<file path="config.mk">
export PLATFORM = sky130hd
export DESIGN_NAME = key_matrix_debouncer
export DESIGN_NICKNAME = d
export VERILOG_FILES = /design/src/design/kmd_pkg.sv /design/src/design/kmd_divider.sv /design/src/design/kmd_key_unit.sv /design/src/design/key_matrix_debouncer.sv
export SDC_FILE = /design/constraint.sdc
export NUM_CORES = 1
export LEC_CHECK = 0
export BUFFER_PORTS_ARGS = -buffer_cell sky130_fd_sc_hd__buf_2
export CAP_MARGIN = 5
export CORE_AREA = 2 2 173 175
export DETAILED_ROUTE_END_ITERATION = 8
export DIE_AREA = 0 0 175 177
export GPL_TIMING_DRIVEN = 0
export MAX_ROUTING_LAYER = met4
export PLACE_DENSITY_LB_ADDON = 0.12
export REMOVE_ABC_BUFFERS = 1
export SLEW_MARGIN = 0
export SYNTH_ARGS = -nofsm -noshare
export SYNTH_HDL_FRONTEND = slang
export SYNTH_SLANG_ARGS = --single-unit
</file>
<file path="constraint.sdc">
create_clock -name clk -period 9.6 [get_ports clk]
set_clock_uncertainty 0.05 [all_clocks]
set_input_delay 1.92 -clock clk [delete_from_list [all_inputs] [get_ports clk]]
set_output_delay 1.92 -clock clk [all_outputs]
set_load 0.02 [all_outputs]
</file>
<file path="src/design/kmd_pkg.sv">
// shared constants and types for the key matrix debouncer
`timescale 1ns / 1ps
`default_nettype none

package kmd_pkg;

  // default geometry
  localparam int KEY_COUNT_DEF   = 16;
  localparam int HISTORY_LEN_DEF = 8;

  // fixed widths of the port fields
  localparam int MASK_W    = 16;
  localparam int CFG_W     = 8;
  localparam int CFG_IDX_W = 2;
  localparam int TIMER_W   = 8;
  localparam int STARTUP_W = 4;

  // configuration register indexes
  localparam logic [CFG_IDX_W-1:0] REG_SAMPLE_LIMIT = 2'd0;
  localparam logic [CFG_IDX_W-1:0] REG_DECAY_LIMIT  = 2'd1;
  localparam logic [CFG_IDX_W-1:0] REG_HOLD_RELOAD  = 2'd2;

  // register reset values
  localparam logic [CFG_W-1:0] SAMPLE_LIMIT_RST = 8'd20;
  localparam logic [CFG_W-1:0] DECAY_LIMIT_RST  = 8'd61;
  localparam logic [CFG_W-1:0] HOLD_RELOAD_RST  = 8'hFF;

  // start-up sample count: ready on the eighth sample, then parked at 9
  localparam logic [STARTUP_W-1:0] READY_PREV  = 4'd7;
  localparam logic [STARTUP_W-1:0] READY_PARK  = 4'd9;

  // per-tick controls handed to the key update unit
  typedef struct packed {
    logic               sample;
    logic               dec;
    logic               level;
    logic [TIMER_W-1:0] reload;
  } kmd_step_ctrl_t;

endpackage

`default_nettype wire

</file>
<file path="src/design/kmd_divider.sv">
// tick divider: fires once every limit plus two ticks
`timescale 1ns / 1ps
`default_nettype none

module kmd_divider
  import kmd_pkg::*;
(
  input  wire logic             clk,
  input  wire logic             rst,
  input  wire logic             step,
  input  wire logic [CFG_W-1:0] limit,
  output logic                  fire
);

  logic [CFG_W-1:0] count;

  // fires when the count has passed the limit
  assign fire = (count > limit);

  // count advances on each tick, restarts on firing
  always_ff @(posedge clk) begin
    if (rst) begin
      count <= '0;
    end else if (step) begin
      if (fire) begin
        count <= '0;
      end else begin
        count <= count + CFG_W'(1);
      end
    end
  end

endmodule

`default_nettype wire

</file>
<file path="src/design/kmd_key_unit.sv">
// shared key update unit: one key's history, hold timer and state per use
`timescale 1ns / 1ps
`default_nettype none

module kmd_key_unit
  import kmd_pkg::*;
#(
  parameter int HISTORY_LEN = HISTORY_LEN_DEF
) (
  input  wire kmd_step_ctrl_t         ctrl,
  input  wire logic [HISTORY_LEN-1:0] hist_in,
  input  wire logic [TIMER_W-1:0]     timer_in,
  input  wire logic                   on_in,
  input  wire logic                   flap_in,
  output logic      [HISTORY_LEN-1:0] hist_out,
  output logic      [TIMER_W-1:0]     timer_out,
  output logic                        on_out,
  output logic                        flap_out,
  output logic                        changed
);

  logic [TIMER_W-1:0]     timer_dec;
  logic [HISTORY_LEN-1:0] hist_shift;
  logic                   turn;

  always_comb begin
    // decrement comes ahead of the sample
    timer_dec = timer_in;
    if (ctrl.dec && (timer_in != '0)) begin
      timer_dec = timer_in - TIMER_W'(1);
    end
    hist_shift = {hist_in[HISTORY_LEN-2:0], ctrl.level};
    turn = ctrl.sample &&
           (((hist_shift == '0) && on_in) || ((&hist_shift) && !on_in));

    // apply the change, if any
    hist_out  = ctrl.sample ? hist_shift : hist_in;
    on_out    = turn ? !on_in : on_in;
    flap_out  = turn ? (timer_dec != '0) : flap_in;
    timer_out = turn ? ctrl.reload : timer_dec;
    changed   = turn;
  end

endmodule

`default_nettype wire

</file>
<file path="src/design/key_matrix_debouncer.sv">
// Shift-register debouncer for a matrix of keys, one timer tick per input
// beat. In: in_valid/in_stall with raw_levels (bit k = key k). Out:
// out_valid/out_stall with changed, pressed and flap masks, key_event,
// sample_taken and history_ready. Config: cfg_write/cfg_index/cfg_data,
// index 0 sample divider limit, 1 decay divider limit, 2 hold reload.
// Each tick advances both dividers, then a sequencer walks the keys one
// per cycle through a single shared update unit, with history and hold
// timer held in a one-port-read memory (registered read, one key ahead).
// out_valid rises once the sweep has updated every key and the result
// has passed from the emit state into the output register; the next beat
// is taken only after that, so beats never overlap.
// in_stall is high from acceptance until the result is in the output
// register; a stalled output holds its beat and the block waits with the
// finished result in the emit state until the register frees up.
// Reset (rst, synchronous) clears dividers, key states, the start-up count
// and the per-entry valid bits, so every key reads as zero history and
// zero timer with no clearing pass; registers return to 20, 61 and 255.
`timescale 1ns / 1ps
`default_nettype none

module key_matrix_debouncer
  import kmd_pkg::*;
#(
  parameter int KEY_COUNT   = KEY_COUNT_DEF,
  parameter int HISTORY_LEN = HISTORY_LEN_DEF
) (
  input  wire logic                 clk,
  input  wire logic                 rst,
  input  wire logic                 cfg_write,
  input  wire logic [CFG_IDX_W-1:0] cfg_index,
  input  wire logic [CFG_W-1:0]     cfg_data,
  input  wire logic                 in_valid,
  output logic                      in_stall,
  input  wire logic [MASK_W-1:0]    raw_levels,
  output logic                      out_valid,
  input  wire logic                 out_stall,
  output logic      [MASK_W-1:0]    changed_mask,
  output logic      [MASK_W-1:0]    pressed_mask,
  output logic      [MASK_W-1:0]    flap_mask,
  output logic                      key_event,
  output logic                      sample_taken,
  output logic                      history_ready
);

  localparam int IDX_W   = (KEY_COUNT > 1) ? $clog2(KEY_COUNT) : 1;
  localparam int ENTRY_W = HISTORY_LEN + TIMER_W;
  localparam logic [IDX_W-1:0] LAST_KEY = IDX_W'(KEY_COUNT - 1);

  typedef enum logic [2:0] {
    ST_IDLE = 3'b001,
    ST_RUN  = 3'b010,
    ST_EMIT = 3'b100
  } seq_state_t;

  seq_state_t state;

  logic [CFG_W-1:0] sample_limit;
  logic [CFG_W-1:0] decay_limit;
  logic [CFG_W-1:0] hold_reload;

  logic in_take;
  logic out_load;
  logic sample_fire;
  logic decay_fire;

  logic [STARTUP_W-1:0] startup_samples;
  logic                 sample_ev;
  logic                 dec_ev;
  logic                 ready_ev;
  logic [KEY_COUNT-1:0] level_in;
  logic [KEY_COUNT-1:0] levels;

  logic [ENTRY_W-1:0]   mem [KEY_COUNT];
  logic [KEY_COUNT-1:0] ent_valid;
  logic [ENTRY_W-1:0]   rd_data;
  logic                 rd_ok;
  logic [IDX_W-1:0]     rd_idx;
  logic                 issue_on;
  logic [IDX_W-1:0]     proc_idx;
  logic                 proc_live;

  logic [KEY_COUNT-1:0] key_on;
  logic [KEY_COUNT-1:0] key_flap;
  logic [KEY_COUNT-1:0] changed;

  kmd_step_ctrl_t         unit_ctrl;
  logic [HISTORY_LEN-1:0] hist_cur;
  logic [TIMER_W-1:0]     timer_cur;
  logic [HISTORY_LEN-1:0] hist_new;
  logic [TIMER_W-1:0]     timer_new;
  logic                   on_new;
  logic                   flap_new;
  logic                   unit_changed;

  logic [MASK_W-1:0] changed_w;
  logic [MASK_W-1:0] pressed_w;
  logic [MASK_W-1:0] flap_w;

  // handshakes
  assign in_stall = (state != ST_IDLE);
  assign in_take  = in_valid && !in_stall;
  assign out_load = (state == ST_EMIT) && (!out_valid || !out_stall);

  // configuration registers
  always_ff @(posedge clk) begin
    if (rst) begin
      sample_limit <= SAMPLE_LIMIT_RST;
      decay_limit  <= DECAY_LIMIT_RST;
      hold_reload  <= HOLD_RELOAD_RST;
    end else if (cfg_write) begin
      case (cfg_index)
        REG_SAMPLE_LIMIT: sample_limit <= cfg_data;
        REG_DECAY_LIMIT:  decay_limit  <= cfg_data;
        REG_HOLD_RELOAD:  hold_reload  <= cfg_data;
        default: ;
      endcase
    end
  end

  // tick dividers
  kmd_divider u_sample_div (
    .clk   (clk),
    .rst   (rst),
    .step  (in_take),
    .limit (sample_limit),
    .fire  (sample_fire)
  );

  kmd_divider u_decay_div (
    .clk   (clk),
    .rst   (rst),
    .step  (in_take),
    .limit (decay_limit),
    .fire  (decay_fire)
  );

  // raw levels spread over the keys, keys past the mask width read low
  for (genvar g = 0; g < KEY_COUNT; g++) begin : g_level
    if (g < MASK_W) begin : g_in
      assign level_in[g] = raw_levels[g];
    end else begin : g_zero
      assign level_in[g] = 1'b0;
    end
  end

  // per-tick events and start-up sample count
  always_ff @(posedge clk) begin
    if (rst) begin
      startup_samples <= '0;
      sample_ev       <= 1'b0;
      dec_ev          <= 1'b0;
      ready_ev        <= 1'b0;
    end else if (in_take) begin
      sample_ev <= sample_fire;
      dec_ev    <= decay_fire;
      ready_ev  <= 1'b0;
      if (sample_fire) begin
        if (startup_samples == READY_PREV) begin
          startup_samples <= READY_PARK;
          ready_ev        <= 1'b1;
        end else if (startup_samples < READY_PREV) begin
          startup_samples <= startup_samples + STARTUP_W'(1);
        end
      end
    end
  end

  always_ff @(posedge clk) begin
    if (in_take) begin
      levels <= level_in;
    end
  end

  // sequencer
  always_ff @(posedge clk) begin
    if (rst) begin
      state     <= ST_IDLE;
      issue_on  <= 1'b0;
      proc_live <= 1'b0;
      rd_idx    <= '0;
      proc_idx  <= '0;
    end else begin
      proc_live <= issue_on;
      proc_idx  <= rd_idx;
      case (state)
        ST_IDLE: begin
          if (in_take) begin
            state    <= ST_RUN;
            issue_on <= 1'b1;
            rd_idx   <= '0;
          end
        end
        ST_RUN: begin
          if (issue_on) begin
            if (rd_idx == LAST_KEY) begin
              issue_on <= 1'b0;
            end else begin
              rd_idx <= rd_idx + IDX_W'(1);
            end
          end
          if (proc_live && (proc_idx == LAST_KEY)) begin
            state <= ST_EMIT;
          end
        end
        ST_EMIT: begin
          if (out_load) begin
            state <= ST_IDLE;
          end
        end
        default: begin
          state <= ST_IDLE;
        end
      endcase
    end
  end

  // key store: registered read one key ahead of the update
  always_ff @(posedge clk) begin
    rd_data <= mem[rd_idx];
    if (proc_live) begin
      mem[proc_idx] <= {hist_new, timer_new};
    end
  end

  always_ff @(posedge clk) begin
    if (rst) begin
      ent_valid <= '0;
      rd_ok     <= 1'b0;
    end else begin
      rd_ok <= ent_valid[rd_idx];
      if (proc_live) begin
        ent_valid[proc_idx] <= 1'b1;
      end
    end
  end

  // entries never written read as zero
  assign hist_cur  = rd_ok ? rd_data[ENTRY_W-1:TIMER_W] : '0;
  assign timer_cur = rd_ok ? rd_data[TIMER_W-1:0] : '0;

  assign unit_ctrl.sample = sample_ev;
  assign unit_ctrl.dec    = dec_ev;
  assign unit_ctrl.level  = levels[proc_idx];
  assign unit_ctrl.reload = hold_reload;

  kmd_key_unit #(
    .HISTORY_LEN (HISTORY_LEN)
  ) u_key_unit (
    .ctrl      (unit_ctrl),
    .hist_in   (hist_cur),
    .timer_in  (timer_cur),
    .on_in     (key_on[proc_idx]),
    .flap_in   (key_flap[proc_idx]),
    .hist_out  (hist_new),
    .timer_out (timer_new),
    .on_out    (on_new),
    .flap_out  (flap_new),
    .changed   (unit_changed)
  );

  // debounced state, flap and change bits
  always_ff @(posedge clk) begin
    if (rst) begin
      key_on   <= '0;
      key_flap <= '0;
      changed  <= '0;
    end else begin
      if (in_take) begin
        changed <= '0;
      end
      if (proc_live) begin
        key_on[proc_idx]   <= on_new;
        key_flap[proc_idx] <= flap_new;
        changed[proc_idx]  <= unit_changed;
      end
    end
  end

  // output masks, keys past the mask width left out
  for (genvar g = 0; g < MASK_W; g++) begin : g_mask
    if (g < KEY_COUNT) begin : g_key
      assign changed_w[g] = changed[g];
      assign pressed_w[g] = key_on[g];
      assign flap_w[g]    = key_flap[g];
    end else begin : g_none
      assign changed_w[g] = 1'b0;
      assign pressed_w[g] = 1'b0;
      assign flap_w[g]    = 1'b0;
    end
  end

  // output register
  always_ff @(posedge clk) begin
    if (rst) begin
      out_valid <= 1'b0;
    end else if (out_load) begin
      out_valid <= 1'b1;
    end else if (!out_stall) begin
      out_valid <= 1'b0;
    end
  end

  always_ff @(posedge clk) begin
    if (out_load) begin
      changed_mask  <= changed_w;
      pressed_mask  <= pressed_w;
      flap_mask     <= flap_w;
      key_event     <= (changed_w != '0);
      sample_taken  <= sample_ev;
      history_ready <= ready_ev;
    end
  end

endmodule

`default_nettype wire

</file>
==> flow_summary.json <==
{
  "status": "finished clean",
  "grt_pass1_wl_um": 57370,
  "drt-total-wl_um": 37240,
  "hold_viol_final": 0,
  "start_util_pct": 59.94,
  "yosysTopAreaCellShare_pct": 52.59,
  "reg2reg_from": "proc_idx[0]$_SDFF_PP0_",
  "hpwlAfterDp_um": 21740,
  "grt.overflow.total": 0,
  "port_buffers": 83,
  "crit_slowest_cell": "o31ai_4",
  "end_kind": "flip-flop",
  "cp.arrival_ns": 4.18,
  "power_density_nw_per_um2": 196.3,
  "postRouteAntennaNets": 0,
  "clk_pin_slew_ns": 0.06,
  "yosysTopAreaCell": "edfxtp_1",
  "yosysMostFrequentCell": "edfxtp_1",
  "cts_tree": "yes",
  "synth_cells": 1156,
  "worstSkewPairLatency_ns": 0.54,
  "grt_use_total_pct": 25.34,
  "finalSetupViolCount": 0,
  "total_power_w": 0.003902,
  "place.gp.congestion": 0.8055,
  "drv_slew": 0,
  "cp-startpoint": "proc_idx[0]$_SDFF_PP0_",
  "cp_top_family": "compound AO/OA/AOI/OAI gates",
  "drv_cap": 0,
  "path_cells": "mux4_2 > mux2i_1 > mux2i_4 > o31ai_4 > nand2_1 > o21ai_1",
  "path_class": "flip-flop to flip-flop",
  "tightestPinTransition_ns": 1.269,
  "numCtsBuffers": 44,
  "ys_seq_area_share_pct": 68.70,
  "dr.pass1.iters": 5,
  "postSynth.asyncResetShare_pct": 0,
  "root_buffer": "clkbuf_16",
  "critPathMaxStageDelay_ns": 0.86,
  "synthFlopType": "edfxtp_1",
  "ys_top_cells_by_count": "edfxtp_1 (307), dfxtp_1 (141), nand2_1 (131), mux4_2 (92), nor2_1 (80)",
  "ctsHoldBuffers": 0,
  "holdCritStartpoint": "ready_ev$_SDFFE_PP0P_",
  "relSlewSlack_pct": 15.28,
  "critPathMaxFanout": 17,
  "critPathBufInv": 0,
  "avgSynthCellArea_um2": 15.16,
  "fin_nets": 1291,
  "p_leak_nw": 6.774,
  "chipHeight_um": 177,
  "dieArea_um2": 30980,
  "tns_ns": 0,
  "core_um2": 29240,
  "rows": 63,
  "post_cts_buffers": 0,
  "synth-edff-count": 307,
  "syn_area_um2": 17530,
  "wl_per_cell_um": 22.38,
  "drt_iter0_markers": 1012,
  "first_global_vias": 9869,
  "postCtsResizedCells": 0,
  "htreeDepth": 2,
  "critPathRequiredTime_ns": 9.75,
  "synthTopCellsByArea": "edfxtp_1 (53%), dfxtp_1 (16%), mux4_2 (12%)",
  "via_per_inst": 6.034,
  "nFillCells": 2016,
  "rsz0062_at_grt": "false",
  "ir_drop_mv": 0.1278,
  "ios": 84,
  "clock_sinks": 448,
  "die_w_um": 175,
  "worstSetupStartpointType": "flip-flop",
  "ys_ff_latch": 448,
  "vias": 10040,
  "synth_warnings": 0,
  "syn_to_final_growth_pct": 13.43,
  "drcViolationCount": 0,
  "hp-class": "flip-flop to flip-flop",
  "synth.distinct_cells": 60,
  "grt_max_degree": 79,
  "drive_gt1_share_pct": 20.41,
  "finalCritPeriodShare_pct": 42.04,
  "max_freq_ghz": 0.2478,
  "antennaDiodeCount": 0,
  "antenna_found_initial": 0,
  "fin_crit_ns": 4.036,
  "cts_buffer_depth": 3
}
## registers in the layout, summed over array words and instances (netlist names), 8 cells and up
register	cells
mem	240
changed	16
changed_mask	16
ent_valid	16
flap_mask	16
flap_w	16
key_on	16
levels	16
pressed_mask	16
rd_data	15
decay_limit	8
hold_reload	8
sample_limit	8
u_decay_div.count	8
u_sample_div.count	8
## final cells by class
| cell class | instances | area (µm²) | share of cell area, % |
|---|---|---|---|
| Timing Repair Buffer | 91 | 603.1 | 3.033 |
| Tap cell | 390 | 488.0 | 2.454 |
| Clock buffer | 64 | 1259 | 6.331 |
| Inverter | 35 | 131.4 | 0.6608 |
| Multi-Input combinational cell | 619 | 5135 | 25.83 |
| Sequential cell | 448 | 12050 | 60.61 |
| Clock inverter | 17 | 215.2 | 1.082 |
## cell usage in the layout (no fill, tap or decap), types with 9 or more instances in the layout
master,synthesis,routed
edfxtp_1,307,307
dfxtp_1,141,138
nand2_1,131,131
mux4_2,92,92
buf_2,9,82
nor2_1,80,80
a21oi_1,56,55
clkbuf_16,0,46
inv_1,34,34
nand3_1,33,33
ha_1,21,21
nor2b_1,20,20
a31oi_1,16,16
o22ai_1,16,16
mux2i_1,14,14
xor2_1,14,14
clkbuf_1,32,14
nand4_1,13,13
and2_1,12,12
nor3_1,9,9
## worst paths after layout
| kind | endpoint | slack, ns | depth (start not counted) |
|---|---|---|---|
| worst max-delay path | mem[8][5]$_DFFE_PP_ | 5.56 | 6 |
| worst min-delay path | history_ready$_DFFE_PP_ | 0.40 | 0 |
| worst max register to register | mem[8][5]$_DFFE_PP_ | 5.56 | 6 |
| worst min register to register | history_ready$_DFFE_PP_ | 0.40 | 0 |
## routing by layer
metal	global-route usage [%]	routed length, µm	vias up
met3	3.780	2098	60
met5	-	0	-
met4	6.736	844	0
met1	33.79	15720	5075
met2	41.47	18570	350
li1	-	-	4556
## power by group
part | total (W) | internal (W) | switching [W] | leakage, nW
Combinational | 0.0000873 | 0.0000349 | 0.0000524 | 2.11
Sequential | 0.00208 | 0.00206 | 0.0000134 | 3.95
Clock | 0.00174 | 0.00104 | 0.000692 | 0.713
## cell families after synthesis
family	synth area share, %
mux	13.07
flops	68.70
simple gates	8.794
compound gates	4.890
buf+inv	2.099
xor+xnor	0.9494
fa+ha+maj	1.499
## stage by stage
step | utilization, % | instances | area [µm²] | setup slack, ns | hold slack (ns)
floorplan | - | 1102 | 17290 | 4.643 | 0.3590
global placement | 62.22 | 1575 | 18200 | 3.638 | 0.3832
global route | 67.98 | 1664 | 19880 | 5.340 | 0.4125
detailed placement | 62.78 | 1581 | 18360 | 4.172 | 0.3855
CTS | 67.82 | 1662 | 19830 | 4.726 | 0.3995
finish | 67.98 | 1664 | 19880 | 5.564 | 0.3994
Power figures use the tool's default switching activity.
